===== config.mk =====
export PLATFORM = sky130hd
export DESIGN_NAME = nunchuck_to_joystick_mapper_unit
export DESIGN_NICKNAME = d
export VERILOG_FILES = /design/src/rtl/njm_pkg.sv /design/src/rtl/nunchuck_to_joystick_mapper_unit.sv
export SDC_FILE = /design/constraint.sdc
export NUM_CORES = 1
export LEC_CHECK = 0
export ABC_AREA = 0
export BUFFER_PORTS_ARGS = -buffer_cell sky130_fd_sc_hd__buf_4
export CAP_MARGIN = 20
export CORE_MARGIN = 10
export CORE_UTILIZATION = 30
export CTS_BUF_LIST = sky130_fd_sc_hd__clkbuf_8
export DETAILED_ROUTE_END_ITERATION = 12
export PLACE_DENSITY = 0.57
export SYNTH_ARGS = -nofsm -noshare
export SYNTH_HDL_FRONTEND = slang
export SYNTH_SLANG_ARGS = --single-unit

===== constraint.sdc =====
create_clock -name clk_i -period 7.3 [get_ports clk_i]
set_clock_uncertainty 0.2 [all_clocks]
set_input_delay 0.73 -clock clk_i [delete_from_list [all_inputs] [get_ports clk_i]]
set_output_delay 0.73 -clock clk_i [all_outputs]
set_load 0.05 [all_outputs]

===== src/rtl/njm_pkg.sv =====
// Shared types, constants and mapping functions for the controller-to-joystick mapper.
// No dependencies; the mapper top level refers to everything here by scoped name.

package njm_pkg;

  localparam int unsigned AxisW     = 10;
  localparam int unsigned HatW      = 10;
  localparam int unsigned NumButtons = 10;
  localparam int unsigned NumAxes   = 4;

  localparam logic [AxisW-1:0] AxisMid   = 10'd512;
  localparam logic [HatW-1:0]  HatCenter = 10'h3FF;

  // stick modes
  localparam logic [1:0] ModeAnalog   = 2'd0;
  localparam logic [1:0] ModeDigital  = 2'd1;
  localparam logic [1:0] ModeFpsLeft  = 2'd2;
  localparam logic [1:0] ModeFpsRight = 2'd3;

  // direction bits
  localparam int unsigned DirUp    = 0;
  localparam int unsigned DirDown  = 1;
  localparam int unsigned DirLeft  = 2;
  localparam int unsigned DirRight = 3;

  // button bits
  localparam int unsigned BtnA      = 0;
  localparam int unsigned BtnB      = 1;
  localparam int unsigned BtnX      = 2;
  localparam int unsigned BtnY      = 3;
  localparam int unsigned BtnLb     = 4;
  localparam int unsigned BtnRb     = 5;
  localparam int unsigned BtnLt     = 6;
  localparam int unsigned BtnRt     = 7;
  localparam int unsigned BtnSelect = 8;
  localparam int unsigned BtnStart  = 9;

  // register indexes
  localparam logic RegCenterX = 1'b0;
  localparam logic RegCenterY = 1'b1;

  typedef struct packed {
    logic       activate;
    logic       tilted_up;
    logic       side_tilted;
    logic       c_pressed;
    logic       c_released;
    logic       z_pressed;
    logic       z_released;
    logic [3:0] dir_pressed;
    logic [3:0] dir_released;
    logic [3:0] digital_dir;
    logic [7:0] stick_x;
    logic [7:0] stick_y;
  } poll_t;

  // 512 + 5 * (sample - center), optionally mirrored, clamped to 0..1023
  function automatic logic [AxisW-1:0] axis_value(input logic [7:0] sample,
                                                  input logic [7:0] center,
                                                  input logic       invert);
    logic signed [11:0] diff;
    logic signed [11:0] v;
    diff = $signed({4'b0000, sample}) - $signed({4'b0000, center});
    v    = 12'sd512 + (diff <<< 2) + diff;
    if (invert) begin
      v = 12'sd1023 - v;
    end
    if (v < 12'sd0) begin
      v = 12'sd0;
    end else if (v > 12'sd1023) begin
      v = 12'sd1023;
    end
    return v[AxisW-1:0];
  endfunction

  // eight hat positions, anything else is centered
  function automatic logic [HatW-1:0] hat_from_dirs(input logic [3:0] d);
    logic [HatW-1:0] h;
    case (d)
      4'b0001: h = 10'd0;
      4'b1001: h = 10'd45;
      4'b1000: h = 10'd90;
      4'b1010: h = 10'd135;
      4'b0010: h = 10'd180;
      4'b0110: h = 10'd225;
      4'b0100: h = 10'd270;
      4'b0101: h = 10'd315;
      default: h = HatCenter;
    endcase
    return h;
  endfunction

endpackage


===== src/rtl/nunchuck_to_joystick_mapper_unit.sv =====
// Controller-to-joystick mapper top level: poll input register, mapping logic, report state.
// Depends on njm_pkg for types, constants and the axis and hat functions.

// Usage
//   Input channel (in_valid_i / in_stall_o): one controller poll per transaction,
//   fields as separate ports. A transaction is taken at a rising edge with
//   in_valid_i high and in_stall_o low.
//   Output channel (out_valid_o / out_stall_i): one full joystick report per poll.
//   The report registers double as the mapper state (axes, hat, buttons, mode,
//   active flag), so each report reflects every poll taken so far.
//   Configuration: APB-style, the X stick origin at byte address 0, the Y stick
//   origin at 4. Write only while no poll is in flight.
// Flow and throughput
//   A taken poll waits in the input register, then passes through the mapping
//   logic into the report state; a stalled report can hold it in between.
//   One poll per cycle sustained while reports are not stalled; the mapping is a
//   single short pass (subtract, times five, clamp) between the two registers.
// Reset
//   Reports read axes 512, hat centered (all ones), no buttons, analog mode,
//   inactive; centers go to 128. No transaction is pending after reset.
// Stall
//   While out_stall_i holds a report, the report state holds, the input
//   register keeps its poll, and in_stall_o rises once that register is full.

module nunchuck_to_joystick_mapper_unit (
  input  logic                    clk_i,
  input  logic                    rst_ni,
  // poll channel
  input  logic                    in_valid_i,
  output logic                    in_stall_o,
  input  logic                    activate_i,
  input  logic                    tilted_up_i,
  input  logic                    side_tilted_i,
  input  logic                    c_pressed_i,
  input  logic                    c_released_i,
  input  logic                    z_pressed_i,
  input  logic                    z_released_i,
  input  logic [3:0]              dir_pressed_i,
  input  logic [3:0]              dir_released_i,
  input  logic [3:0]              digital_dir_i,
  input  logic [7:0]              stick_x_i,
  input  logic [7:0]              stick_y_i,
  // report channel
  output logic                    out_valid_o,
  input  logic                    out_stall_i,
  output logic [9:0]              axis_x_o,
  output logic [9:0]              axis_y_o,
  output logic [9:0]              axis_z_o,
  output logic [9:0]              axis_zrot_o,
  output logic signed [9:0]       hat_angle_o,
  output logic [9:0]              button_mask_o,
  output logic [1:0]              mode_now_o,
  output logic                    active_now_o,
  // configuration
  input  logic                    psel,
  input  logic                    penable,
  input  logic                    pwrite,
  input  logic [2:0]              paddr,
  input  logic [31:0]             pwdata,
  output logic [31:0]             prdata,
  output logic                    pready
);

  // ---------------------------------------------------------------------------
  // Configuration registers
  // ---------------------------------------------------------------------------
  logic [7:0] x_origin_q;
  logic [7:0] y_origin_q;
  logic       cfg_wr;

  assign pready = 1'b1;
  assign cfg_wr = psel & penable & pwrite & pready;

  always_ff @(posedge clk_i or negedge rst_ni) begin
    if (!rst_ni) begin
      x_origin_q <= 8'd128;
      y_origin_q <= 8'd128;
    end else if (cfg_wr) begin
      if (paddr[2] == njm_pkg::RegCenterX) begin
        x_origin_q <= pwdata[7:0];
      end else begin
        y_origin_q <= pwdata[7:0];
      end
    end
  end

  assign prdata = (paddr[2] == njm_pkg::RegCenterX) ? {24'd0, x_origin_q}
                                                    : {24'd0, y_origin_q};

  // ---------------------------------------------------------------------------
  // Handshake: input register feeding the report state
  // ---------------------------------------------------------------------------
  njm_pkg::poll_t poll_d;
  njm_pkg::poll_t poll_q;
  logic           s1_valid_q;
  logic           out_valid_q;
  logic           s1_adv;
  logic           in_take;

  // advance the held poll when the report slot is empty or being taken
  assign s1_adv     = s1_valid_q & (~out_valid_q | ~out_stall_i);
  assign in_stall_o = s1_valid_q & ~s1_adv;
  assign in_take    = in_valid_i & ~in_stall_o;

  assign poll_d = '{
    activate:     activate_i,
    tilted_up:    tilted_up_i,
    side_tilted:  side_tilted_i,
    c_pressed:    c_pressed_i,
    c_released:   c_released_i,
    z_pressed:    z_pressed_i,
    z_released:   z_released_i,
    dir_pressed:  dir_pressed_i,
    dir_released: dir_released_i,
    digital_dir:  digital_dir_i,
    stick_x:      stick_x_i,
    stick_y:      stick_y_i
  };

  always_ff @(posedge clk_i or negedge rst_ni) begin
    if (!rst_ni) begin
      s1_valid_q  <= 1'b0;
      out_valid_q <= 1'b0;
    end else begin
      if (in_take) begin
        s1_valid_q <= 1'b1;
      end else if (s1_adv) begin
        s1_valid_q <= 1'b0;
      end
      if (s1_adv) begin
        out_valid_q <= 1'b1;
      end else if (!out_stall_i) begin
        out_valid_q <= 1'b0;
      end
    end
  end

  // payload needs no reset
  always_ff @(posedge clk_i) begin
    if (in_take) begin
      poll_q <= poll_d;
    end
  end

  // ---------------------------------------------------------------------------
  // Report state and mapping
  // ---------------------------------------------------------------------------
  logic [1:0]                       mode_q, mode_d;
  logic                             active_q, active_d;
  logic [njm_pkg::AxisW-1:0]        axis_q [njm_pkg::NumAxes];
  logic [njm_pkg::AxisW-1:0]        axis_d [njm_pkg::NumAxes];
  logic [njm_pkg::HatW-1:0]         hat_q, hat_d;
  logic [njm_pkg::NumButtons-1:0]   held_q, held_d;
  logic [njm_pkg::NumButtons-1:0]   press_m, rel_m;
  logic [njm_pkg::AxisW-1:0]        ax_x_val, ax_y_val;

  assign ax_x_val = njm_pkg::axis_value(poll_q.stick_x, x_origin_q, 1'b0);
  assign ax_y_val = njm_pkg::axis_value(poll_q.stick_y, y_origin_q, 1'b1);

  always_comb begin
    mode_d   = mode_q;
    active_d = active_q;
    axis_d   = axis_q;
    hat_d    = hat_q;
    press_m  = '0;
    rel_m    = '0;
    held_d   = held_q;

    if (poll_q.activate) begin
      active_d = 1'b1;
      axis_d   = '{default: njm_pkg::AxisMid};
      hat_d    = njm_pkg::HatCenter;
      held_d   = '0;
    end else if (poll_q.tilted_up) begin
      // select mode: clear the report, C drops active, pick mode, right has the last word
      axis_d = '{default: njm_pkg::AxisMid};
      hat_d  = njm_pkg::HatCenter;
      held_d = '0;
      if (poll_q.c_pressed) begin
        active_d = 1'b0;
      end
      if (poll_q.dir_pressed[njm_pkg::DirRight]) begin
        mode_d = njm_pkg::ModeFpsRight;
      end else if (poll_q.dir_pressed[njm_pkg::DirLeft]) begin
        mode_d = njm_pkg::ModeFpsLeft;
      end else if (poll_q.dir_pressed[njm_pkg::DirDown]) begin
        mode_d = njm_pkg::ModeDigital;
      end else if (poll_q.dir_pressed[njm_pkg::DirUp]) begin
        mode_d = njm_pkg::ModeAnalog;
      end
    end else if (poll_q.side_tilted) begin
      press_m[njm_pkg::BtnStart]  = poll_q.z_pressed;
      rel_m[njm_pkg::BtnStart]    = poll_q.z_released;
      press_m[njm_pkg::BtnSelect] = poll_q.c_pressed;
      rel_m[njm_pkg::BtnSelect]   = poll_q.c_released;
      press_m[njm_pkg::BtnB]      = poll_q.dir_pressed[njm_pkg::DirDown];
      rel_m[njm_pkg::BtnB]        = poll_q.dir_released[njm_pkg::DirDown];
      press_m[njm_pkg::BtnA]      = poll_q.dir_pressed[njm_pkg::DirRight];
      rel_m[njm_pkg::BtnA]        = poll_q.dir_released[njm_pkg::DirRight];
      press_m[njm_pkg::BtnY]      = poll_q.dir_pressed[njm_pkg::DirLeft];
      rel_m[njm_pkg::BtnY]        = poll_q.dir_released[njm_pkg::DirLeft];
      press_m[njm_pkg::BtnX]      = poll_q.dir_pressed[njm_pkg::DirUp];
      rel_m[njm_pkg::BtnX]        = poll_q.dir_released[njm_pkg::DirUp];
      // press beats release
      held_d = (held_q & ~rel_m) | press_m;
    end else begin
      case (mode_q)
        njm_pkg::ModeFpsLeft: begin
          press_m[njm_pkg::BtnLt] = poll_q.z_pressed;
          rel_m[njm_pkg::BtnLt]   = poll_q.z_released;
          press_m[njm_pkg::BtnLb] = poll_q.c_pressed;
          rel_m[njm_pkg::BtnLb]   = poll_q.c_released;
          axis_d[0] = ax_x_val;
          axis_d[1] = ax_y_val;
        end
        njm_pkg::ModeFpsRight: begin
          press_m[njm_pkg::BtnRt] = poll_q.z_pressed;
          rel_m[njm_pkg::BtnRt]   = poll_q.z_released;
          press_m[njm_pkg::BtnRb] = poll_q.c_pressed;
          rel_m[njm_pkg::BtnRb]   = poll_q.c_released;
          axis_d[2] = ax_y_val;
          axis_d[3] = ax_x_val;
        end
        njm_pkg::ModeDigital: begin
          press_m[njm_pkg::BtnB] = poll_q.z_pressed;
          rel_m[njm_pkg::BtnB]   = poll_q.z_released;
          press_m[njm_pkg::BtnA] = poll_q.c_pressed;
          rel_m[njm_pkg::BtnA]   = poll_q.c_released;
          hat_d = njm_pkg::hat_from_dirs(poll_q.digital_dir);
        end
        default: begin
          press_m[njm_pkg::BtnB] = poll_q.z_pressed;
          rel_m[njm_pkg::BtnB]   = poll_q.z_released;
          press_m[njm_pkg::BtnA] = poll_q.c_pressed;
          rel_m[njm_pkg::BtnA]   = poll_q.c_released;
          axis_d[0] = ax_x_val;
          axis_d[1] = ax_y_val;
        end
      endcase
      held_d = (held_q & ~rel_m) | press_m;
    end
  end

  always_ff @(posedge clk_i or negedge rst_ni) begin
    if (!rst_ni) begin
      mode_q   <= njm_pkg::ModeAnalog;
      active_q <= 1'b0;
      axis_q   <= '{default: njm_pkg::AxisMid};
      hat_q    <= njm_pkg::HatCenter;
      held_q   <= '0;
    end else if (s1_adv) begin
      mode_q   <= mode_d;
      active_q <= active_d;
      axis_q   <= axis_d;
      hat_q    <= hat_d;
      held_q   <= held_d;
    end
  end

  // ---------------------------------------------------------------------------
  // Report outputs straight from the state
  // ---------------------------------------------------------------------------
  assign out_valid_o   = out_valid_q;
  assign axis_x_o      = axis_q[0];
  assign axis_y_o      = axis_q[1];
  assign axis_z_o      = axis_q[2];
  assign axis_zrot_o   = axis_q[3];
  assign hat_angle_o   = $signed(hat_q);
  assign button_mask_o = held_q;
  assign mode_now_o    = mode_q;
  assign active_now_o  = active_q;

  // ---------------------------------------------------------------------------
  // Assertions
  // ---------------------------------------------------------------------------
  // a stalled report must not move underneath the receiver
  a_report_hold: assert property (@(posedge clk_i) disable iff (!rst_ni)
    (out_valid_q && out_stall_i) |=> ($stable(axis_q[0]) && $stable(axis_q[1]) &&
      $stable(axis_q[2]) && $stable(axis_q[3]) && $stable(hat_q) &&
      $stable(held_q) && $stable(mode_q) && $stable(active_q)))
    else $error("report state changed while stalled");

  // back pressure only with a poll waiting
  a_stall_full: assert property (@(posedge clk_i) disable iff (!rst_ni)
    in_stall_o |-> (s1_valid_q && out_valid_q && out_stall_i))
    else $error("input stalled without a blocked poll");

  // an activate poll yields an active, cleared report
  a_activate: assert property (@(posedge clk_i) disable iff (!rst_ni)
    (s1_adv && poll_q.activate) |=> (out_valid_q && active_q && held_q == '0 &&
      hat_q == njm_pkg::HatCenter))
    else $error("activate poll did not clear the report");

  // every advanced poll produces a visible report next cycle
  a_adv_report: assert property (@(posedge clk_i) disable iff (!rst_ni)
    s1_adv |=> out_valid_q)
    else $error("advanced poll lost its report");

endmodule


## Word level (Yosys, flattened, before mapping)

Memories as Yosys holds them, arrays and structs flattened. A register that Yosys moved wholly into a read port is not among the register bits.
Index checks and enable logic that the tools add are counted.

| word-level totals | value |
|---|---|
| logic and storage cells | 144 |
| ROM bits | 160 |
| memories kept | 1 |
| register bits | 116 |
| input bits | 77 |
| output and inout bits | 98 |

| operators by class | value |
|---|---|
| add/subtract/negate cells | 7 |
| bitwise operators | 18 |
| equality and inequality tests | 6 |
| $lt $le $gt $ge | 4 |
| reductions and logical operators | 15 |
| multiplexer cells | 69 |

Memories:

| name | depth | width | read ports | clocked after Yosys merged registers in | wr ports | RTL line | source |
|---|---|---|---|---|---|---|---|
| (name not given) | 16 | 10 | 1 | 1 | 0 | njm_pkg.sv:79 | `case (d)` |

Operators with widths:

| kind | number |
|---|---|
| 2-to-1 mux 40 bit | 3 |
| 2-to-1 mux 10 bit | 11 |
| 2-to-1 mux 20 bit | 2 |
| 2-to-1 mux 1 bit | 39 |
| adder 11 x 11 -> 12 bit (first input constant) | 2 |
| adder 12 x 9 -> 12 bit | 2 |
| > comparator 12 x 11 -> 1 bit (second input constant) | 2 |
| less-than comparator 12 x 1 -> 1 bit (second input constant) | 2 |
| 2-to-1 mux 2 bit | 12 |
| bitwise AND 10 bit | 2 |
| subtractor 8 x 8 -> 9 bit | 2 |
| AND reduction 3 bit | 4 |
| subtractor 11 x 12 -> 12 bit (first input constant) | 1 |
| NOT 10 bit | 1 |
| NOT 8 -> 10 bit | 1 |
| OR 10 bit | 1 |
| OR 10 x 8 -> 10 bit | 1 |
| 2-to-1 mux 8 bit | 1 |
| inequality test 3 x 1 -> 1 bit (second input constant) | 2 |
| NOT 1 bit | 6 |
| nonzero test 2 bit | 3 |
| nonzero test 3 bit | 2 |
| bitwise AND 1 bit | 5 |
| equality test 2 bit (second input constant) | 2 |
| 8 further kinds | 10 |

## Longest topological paths before layout

Gate-level depths: netlist of run 1.

| depth | value |
|---|---|
| depth in word-level cells | 12 |
| mapped depth | 20 |
| depth with buffers taken out | 20 |

## Least setup slack after synthesis of run 1

Ideal clock, no wire load.

| timing | value |
|---|---|
| path type | reg-to-reg |
| start point | register x_origin_q[0] |
| end point | register axis_q, in the netlist axis_x_o[5] |
| buffers on the path | 1 |
| data arrival time | 3.755 ns |
| setup time | 0.122 ns |
| clock period less this slack | 4.077 ns |
| path slack | 3.223 ns |
| cell stages (with the launch flop) | 17 |
| required time | 6.978 ns |
| path through | dfrtp_1 ha_1 fa_1 nor2b_1 o31a_1 o22a_1 inv_2 buf_2 ha_1 ha_1 or2_1 or3_1 o211ai_1 nand2_1 or2_1 o2bb2ai_1 a32o_1 |

| between the ends | value |
|---|---|
| longest elaborated chain between the ends | 10 |
| elaborated cells on any way between the ends | 11 |
| those cells by class | add/sub: 3; order compare: 2; mux: 6 |

RTL lines:

| element | RTL line | source |
|---|---|---|
| start, declared | nunchuck_to_joystick_mapper_unit.sv:67 | `logic [7:0] x_origin_q;` |
| start signal, assigned | nunchuck_to_joystick_mapper_unit.sv:80 | `x_origin_q <= pwdata[7:0];` |
| subtractor 8 x 8 -> 9 bit * | njm_pkg.sv:63 | `diff = $signed({4'b0000, sample}) - $signed({4'b0000, center});` |
| adder 11 x 11 -> 12 bit | njm_pkg.sv:64 | `v = 12'sd512 + (diff <<< 2) + diff;` |
| adder 12 x 9 -> 12 bit * | njm_pkg.sv:64 |  |
| > comparator 12 x 11 -> 1 bit | njm_pkg.sv:70 | `end else if (v > 12'sd1023) begin` |
| 2-to-1 mux 10 bit | njm_pkg.sv:70 |  |
| 2-to-1 mux 10 bit * | njm_pkg.sv:68 | `if (v < 12'sd0) begin` |
| 2-to-1 mux 20 bit * | nunchuck_to_joystick_mapper_unit.sv:207 | `case (mode_q)` |
| 2-to-1 mux 40 bit * | nunchuck_to_joystick_mapper_unit.sv:191 | `end else if (poll_q.side_tilted) begin` |
| 2-to-1 mux 40 bit * | nunchuck_to_joystick_mapper_unit.sv:174 | `end else if (poll_q.tilted_up) begin` |
| 2-to-1 mux 40 bit * | nunchuck_to_joystick_mapper_unit.sv:169 | `if (poll_q.activate) begin` |
| end signal, assigned | nunchuck_to_joystick_mapper_unit.sv:254 | `axis_q <= axis_d;` |
| end, declared | nunchuck_to_joystick_mapper_unit.sv:150 | `logic [njm_pkg::AxisW-1:0] axis_q [njm_pkg::NumAxes];` |

Mark *: on every way between the ends. The rest lies on a longest branch, timed or not. The select of a mux whose other input is x is not followed.
A chain may end at the register's enable or synchronous reset.

## Worst setup path in the final report of run 1

| timing | value |
|---|---|
| start point | register poll_q[0] (netlist bit) |
| end point | register axis_q, in the netlist axis_z_o[1] |

| between the ends | value |
|---|---|
| longest elaborated chain between the ends | 11 |
| elaborated cells on any way between the ends | 12 |
| those cells by class | add/sub: 4; order compare: 2; mux: 6 |

RTL lines:

| element | RTL line | source |
|---|---|---|
| start, declared | nunchuck_to_joystick_mapper_unit.sv:94 | `njm_pkg::poll_t poll_q;` |
| start signal, assigned | nunchuck_to_joystick_mapper_unit.sv:141 | `poll_q <= poll_d;` |
| subtractor 8 x 8 -> 9 bit * | njm_pkg.sv:63 |  |
| adder 11 x 11 -> 12 bit | njm_pkg.sv:64 |  |
| adder 12 x 9 -> 12 bit * | njm_pkg.sv:64 |  |
| subtractor 11 x 12 -> 12 bit * | njm_pkg.sv:66 | `v = 12'sd1023 - v;` |
| > comparator 12 x 11 -> 1 bit | njm_pkg.sv:70 |  |
| 2-to-1 mux 10 bit | njm_pkg.sv:70 |  |
| 2-to-1 mux 10 bit * | njm_pkg.sv:68 |  |
| 2-to-1 mux 20 bit * | nunchuck_to_joystick_mapper_unit.sv:207 |  |
| 2-to-1 mux 40 bit * | nunchuck_to_joystick_mapper_unit.sv:191 |  |
| 2-to-1 mux 40 bit * | nunchuck_to_joystick_mapper_unit.sv:174 |  |
| 2-to-1 mux 40 bit * | nunchuck_to_joystick_mapper_unit.sv:169 |  |

Marks and branches as above.

==> impl_metrics.csv, run 1 <==
group,metric,value,unit
run_status,outcome,"complete, no violations",
global_route,gr-usage-met2,18.3,%
clock_tree,cts_sinks,126,
critical_path,critPathArrivalTime,4.72,ns
critical_path,cp.required,7.43,ns
timing,setup_tns,0,ns
timing,finalHoldViolCount,0,
yosys,synthCells,685,
critical_path,end_kind,"flop",
timing,rsz0062_at_grt,"false",
yosys,synth.largest_area_cell,"dfrtp_1",
layout,register_area,3300,sq um
yosys,syn_area,7000,sq um
critical_path,crit_fanout,8,
clock_tree,path_clk_slew,0.07,ns
hold_path,hp-class,"reg -> reg",
critical_path,critical_path_class,"reg -> reg",
layout,final_cell_area,8560,sq um
layout,multi_input_area,3370,sq um
detailed_routing,vias_per_cell,4.64,
placed_design,port_buffers,123,
layout,drive_above_1_share,24.6,%
global_route,use_met1,15.8,%
timing,tightest_slew,0.839,ns
die,fp.dieW,173,um
clock_tree,cts_tree,"yes",
placed_design,dp_hpwl,13900,um
timing,min_period_over_period,62.9,%
detailed_routing,vias,5276,
yosys,synth_cell_types,68,
power_and_ir_drop,ir_worst_vdd,0.000163,V
global_route,grt_overflow_total,0,
global_route,grt_use_total,11.8,%
layout,antenna_cells,0,
clock_tree,clock_latency,0.42,ns
global_route,grt-busiest-layer,"met2",
detailed_routing,dr.pass1.iters,4,
yosys,synthFlopType,"dfrtp_1",
timing,fin_ws,2.71,ns
layout,final_cells,1137,
critical_path,startpoint,"poll_q[0]",
layout,layout.nets,940,
yosys,synthTopCellsByArea,"dfrtp_1 (23%), edfxtp_1 (15%), ha_1 (8.8%)",
critical_path,r2r_start,"poll_q[0]",
critical_path,cp_slowest_cell,"edfxtp_1",
timing,slew_violations,0,
placed_design,dp_cells,1104,
die,coreArea,22800,sq um
timing,fmax,218,MHz
clock_tree,htree_num_levels,4,
detailed_routing,drtAntennaViolNets,0,
placed_design,globalplace.congestion,0.782,
yosys,synth_area_per_cell,10.2,sq um
yosys,yosysTopAreaCellShare,23.2,%
timing,slew-limit-headroom,42.5,%
critical_path,critPathLaunchType,"flop",
critical_path,cp_cell_sequence,"inv_1 -> ha_1 -> inv_1 -> fa_1 -> a21o_1 -> a21oi_1 -> nor2b_1 -> o21a_1 -> nor2_1 -> xnor2_1 -> inv_1 -> ha_1 -> ha_1 -> o21ai_0 -> a21oi_1 -> o41ai_2 -> o31ai_1 -> xor2_1 -> nand2_1 -> a22oi_1",
detailed_routing,wirelength,17900,um
yosys,synth_edf_count,35,
die,boundaryPins,175,
power_and_ir_drop,power.density,414,nW/um^2
global_route,grt_pass1_wl,28800,um
yosys,yosysWarnings,0,
global_route,antenna_found_initial,0,
timing,setup_violations,0,
critical_path,path_buf_inv,3,
clock_tree,root_buffer,"clkbuf_8",
die,dieArea,29800,sq um
detailed_routing,post_drt_wl_per_cell,15.7,um
detailed_routing,first_iter_violations,356,
layout,syn_to_final_growth,22.3,%
die,fp.dieH,173,um
clock_tree,numCtsBuffers,17,
yosys,seq_area_frac_synth,47.1,%
die,start_util,30.7,%
global_route,grt_max_degree,57,
timing,finalCriticalPeriod,4.59,ns
critical_path,crit_family,"compound AO/OA/AOI/OAI gates",
global_route,met3_usage,3.31,%
placed_design,post_dp_cell_area,8160,sq um
placed_design,place_ws,2.71,ns
layout,fillers,2297,
power_and_ir_drop,p_leak,3.98,nW
yosys,async_flop_share,64.3,%
clock_tree,clock_path_buffers,2,
global_route,first_global_vias,5323,
die,num_rows,55,
critical_path,critPathMaxStageDelay,0.41,ns
yosys,synth_seq_cells,126,
detailed_routing,drc_errors,0,
run,maxCapViolations,0,
-- cells in the final DEF, fill, tap and decap left out, types with 11 or more instances in the layout --
master    netlist  routed
a21oi_1        43      43
a22oi_1        14      14
nor2_1         52      52
o21ai_0        45      45
inv_1          40      42
dfrtp_1        65      65
edfxtp_1       35      35
dfstp_2        16      16
clkbuf_8        0      20
buf_4          25     126
a21o_1         11      11
conb_1          2      25
mux2_2         17      17
ha_1           49      49
nand2_1        68      68
xnor2_1        20      20
-- Yosys cell counts, drive strengths merged, types with 6 or more instances --
| library cell | number |
|---|---|
| edfxtp | 35 |
| nor2 | 52 |
| xnor2 | 20 |
| nor2b | 10 |
| buf | 29 |
| or2 | 8 |
| nand2b | 8 |
| a2bb2oi | 10 |
| o21a | 9 |
| a22oi | 14 |
| a21o | 11 |
| dfxtp | 10 |
| xor2 | 8 |
| clkbuf | 14 |
| inv | 41 |
| dfstp | 16 |
| a21oi | 43 |
| nand2 | 68 |
| ha | 49 |
| dfrtp | 65 |
| nand3 | 11 |
| mux2 | 17 |
| o21ai | 47 |
| o211ai | 6 |
| a22o | 9 |
-- power by group --
part / total, mW / leakage [nW] / switching, mW / internal [mW]
logic: 2.05 / 2.32 / 1.23 / 0.823
registers: 0.874 / 1.45 / 0.0532 / 0.821
clock network: 0.611 / 0.216 / 0.283 / 0.327
-- routing by layer --
layer | routed length [um] | share of wire [%] | vias to the layer above
met5 | 0 | 0 | -
met4 | 98 | 0.55 | 0
met3 | 936 | 5.2 | 4
met2 | 8100 | 45 | 116
met1 | 8720 | 49 | 2500
li1 | - | - | 2656
-- final timing paths --
check	to	slack, ns	cells past startpoint
max	axis_z_o[1]	2.71	20
min	hat_angle_o[9]	0.25	2
max in group asynchronous	axis_zrot_o[4]	5.29	3
min in group asynchronous	button_mask_o[4]	0.55	2
max reg2reg	axis_z_o[1]	2.71	20
min reg2reg	hat_angle_o[9]	0.25	2
-- tightest hold or removal path, delay by kind of cell (launching register included) --
family,cells,cell delay [ns]
AO/OA/AOI/OAI,1,0.07
flip-flops,1,0.30
AND/OR/NAND/NOR,1,0.09
-- final cells by class --
cell class	count	share of cell area, %
sequential	126	38.5
timing repair buffer	127	11.2
clock inverter	12	1.37
tap	313	4.58
multi-input combinational	498	39.3
clock buffer	20	3.22
inverter	41	1.80
-- per-stage QoR --
stage	hold WS, ns	util (%)	power, mW
after floorplan	0.233	-	2.47
after global placement	0.241	35.8	2.92
after detailed placement	0.246	35.8	2.92
after CTS	0.240	37.6	3.56
after global routing	0.227	37.6	3.83
final	0.253	37.6	3.54
-- cells by family after synthesis --
family / Yosys count / synth area share (%)
AO/OA/AOI/OAI: 191 / 18.2
XOR/XNOR: 28 / 3.50
adder cells (fa/ha/maj): 52 / 9.62
buffers and inverters: 84 / 5.99
flip-flops: 126 / 47.1
multiplexers: 22 / 3.45
other: 2 / 0.107
AND/OR/NAND/NOR: 180 / 12.0
-- state kept, by name, indices dropped and copies added (netlist names), 2 cells and up, named ones only --
register,flops
hat_angle_o,10
y_origin_q,8
mode_now_o,2
poll_q,35
axis_x_o,10
button_mask_o,10
x_origin_q,8
axis_y_o,10
axis_z_o,10
axis_zrot_o,10
-- what timing repair did --
item | 4_1_cts | 5_1_grt
hold buffers | 1 | 0
hold endpoints to repair | 9 | 0
gates resized for setup | 0 | 0
endpoints found under the setup margin | 0 | 0
buffers inserted | 0 | 0
No activity file was read; power rests on OpenSTA's default activity.
==> run 2: changes to the inputs <==
==> constraint.sdc (replaced) <==
create_clock -name clk_i -period 4.35 [get_ports clk_i]
set_clock_uncertainty 0.2 [all_clocks]
set_input_delay 0.435 -clock clk_i [delete_from_list [all_inputs] [get_ports clk_i]]
set_output_delay 0.435 -clock clk_i [all_outputs]
set_load 0.05 [all_outputs]
==> run 2 against run 1 <==
Against the previous run:
- worst setup slack lost 2.5 ns
- utilization grew 3.4 points
- clock power grew 67%
- global-route usage grew 0.41 points
- cell count grew 5.5%
- critical endpoint is now axis_x_o[5]
- largest cell class unchanged
==> impl_metrics.csv, run 2 (synthesized netlist as in run 1, its figures left out) <==
group,metric,value,unit
die,dieArea,29800,sq um
timing,slew_violations,0,
die,fp.dieW,173,um
layout,antenna_cells,0,
detailed_routing,drtAntennaViolNets,0,
layout,drive_above_1_share,29.3,%
placed_design,globalplace.congestion,0.824,
clock_tree,path_clk_slew,0.08,ns
detailed_routing,first_iter_violations,283,
timing,fin_ws,0.224,ns
run,maxCapViolations,0,
clock_tree,clock_path_buffers,2,
layout,layout.nets,1003,
timing,holdWs,0.0463,ns
clock_tree,cts_sinks,126,
layout,syn_to_final_growth,33.4,%
layout,final_common_cell,"buf_4",
detailed_routing,drc_errors,0,
global_route,grt_use_total,12.2,%
critical_path,cp_cell_sequence,"inv_1 -> ha_1 -> or4_1 -> o22a_1 -> and2_4 -> and2_1 -> ha_1 -> or2_1 -> or3_1 -> o211ai_1 -> nand2_1 -> or2_1 -> o2bb2ai_1 -> a32o_1",
critical_path,critPathLaunchType,"flop",
detailed_routing,dr.pass1.iters,4,
power_and_ir_drop,ir_worst_vdd,0.000260,V
timing,slew-limit-headroom,43.8,%
placed_design,port_buffers,123,
timing,finalCriticalPeriod,4.13,ns
layout,largest_reg_flops,35,
layout,final_cell_area,9340,sq um
layout,top_register,"poll_q",
hold_path,hp-class,"in -> reg",
die,boundaryPins,175,
timing,finalHoldViolCount,0,
critical_path,critPathMaxStageDelay,0.55,ns
global_route,grt_max_degree,61,
clock_tree,clock_latency,0.43,ns
critical_path,crit_fanout,12,
clock_tree,htree_num_levels,4,
timing,setup_violations,0,
critical_path,critPathArrivalTime,4.26,ns
global_route,grt_pass1_wl,30000,um
detailed_routing,vias,5545,
power_and_ir_drop,p_leak,4.27,nW
die,num_rows,55,
placed_design,dp_hpwl,14100,um
global_route,first_global_vias,5642,
clock_tree,numCtsBuffers,17,
critical_path,cp_slowest_cell,"or4_1",
critical_path,cp.required,4.48,ns
layout,fillers,2255,
detailed_routing,post_drt_wl_per_cell,15.6,um
layout,layout_common_cells,"buf_4 (150), nand2_1 (66), dfrtp_1 (65)",
detailed_routing,wirelength,18800,um
power_and_ir_drop,power.density,688,nW/um^2
global_route,antenna_found_initial,0,
timing,tightest_slew,0.819,ns
detailed_routing,vias_per_cell,4.62,
run_status,outcome,"complete, no violations",
die,coreArea,22800,sq um
global_route,grt_overflow_total,0,
clock_tree,root_buffer,"clkbuf_8",
critical_path,critical_path_class,"reg -> reg",
critical_path,end_kind,"flop",
placed_design,post_dp_cell_area,8280,sq um
timing,fmax,242,MHz
placed_design,place_ws,0.0802,ns
die,fp.dieH,173,um
die,start_util,30.7,%
timing,min_period_over_period,94.8,%
clock_tree,cts_tree,"yes",
-- run 2: cell types whose count changed in the layout (fill, tap and decap cells not counted), moves of 5 or more --
cell,delta
dlygate4sd3_1,+38
buf_4,+24
a22oi_1,-5
a22oi_2,+5
ha_1,-5
-- run 2: repair_timing --
action,CTS,global route
endpoints found under the setup margin,0,39
hold buffers,39,0
resized for setup,0,43
setup buffers,0,9
hold endpoints to repair,83,0
-- run 2: cell type report --
type,count,area (sq um),area share (%)
multi-input cells,498,3570,38.2
flip-flops and latches,126,3300,35.3
repair buffers,190,1530,16.4
well taps,313,392,4.20
clock buffers,20,275,2.95
inverters,41,154,1.65
clock inverters,12,120,1.29
-- run 2: power by group --
| group | total [mW] | switching, mW | internal [mW] |
|---|---|---|---|
| clock | 1.02 | 0.470 | 0.547 |
| sequential | 1.47 | 0.0899 | 1.38 |
| combinational | 3.94 | 2.24 | 1.71 |
-- run 2: per-layer routing --
metal,part of all wire (%),track usage (%),up-vias
li1,-,-,2774
met3,5.0,3.11,13
met4,1.3,4.02,0
met5,0,0,-
met2,46,18.9,132
met1,48,16.4,2626
-- run 2: final timing paths --
path	startpoint	endpoint	slack, ns	cells past startpoint
worst max register to register	x_origin_q[7]	axis_x_o[5]	0.22	14
min in group asynchronous	rst_ni	button_mask_o[2]	0.42	2
worst min register to register	flop	hat_angle_o[5]	0.25	2
worst max-delay path	x_origin_q[7]	axis_x_o[5]	0.22	14
max in group asynchronous	rst_ni	axis_zrot_o[9]	2.69	3
worst min-delay path	pwdata[6]	y_origin_q[6]	0.05	2
-- run 2: critical path: cells and delay by family (launching register included) --
family / cells / cell delay [ns]
buffers and inverters: 1 / 0.06
AOI/OAI and AO/OA: 4 / 0.81
adders and majority gates: 2 / 0.53
DFF: 1 / 0.53
and+or+nand+nor: 7 / 1.91
-- run 2: stage by stage --
step,cells,utilization [%],setup TNS (ns),total power [mW]
after global routing,1200,41.0,-0.0437,6.95
after detailed placement,1120,36.3,0,5.08
after floorplan,708,-,0,4.15
final,1200,41.0,0,6.43
after global placement,1120,36.3,0,5.05
after CTS,1191,39.8,0,6.16
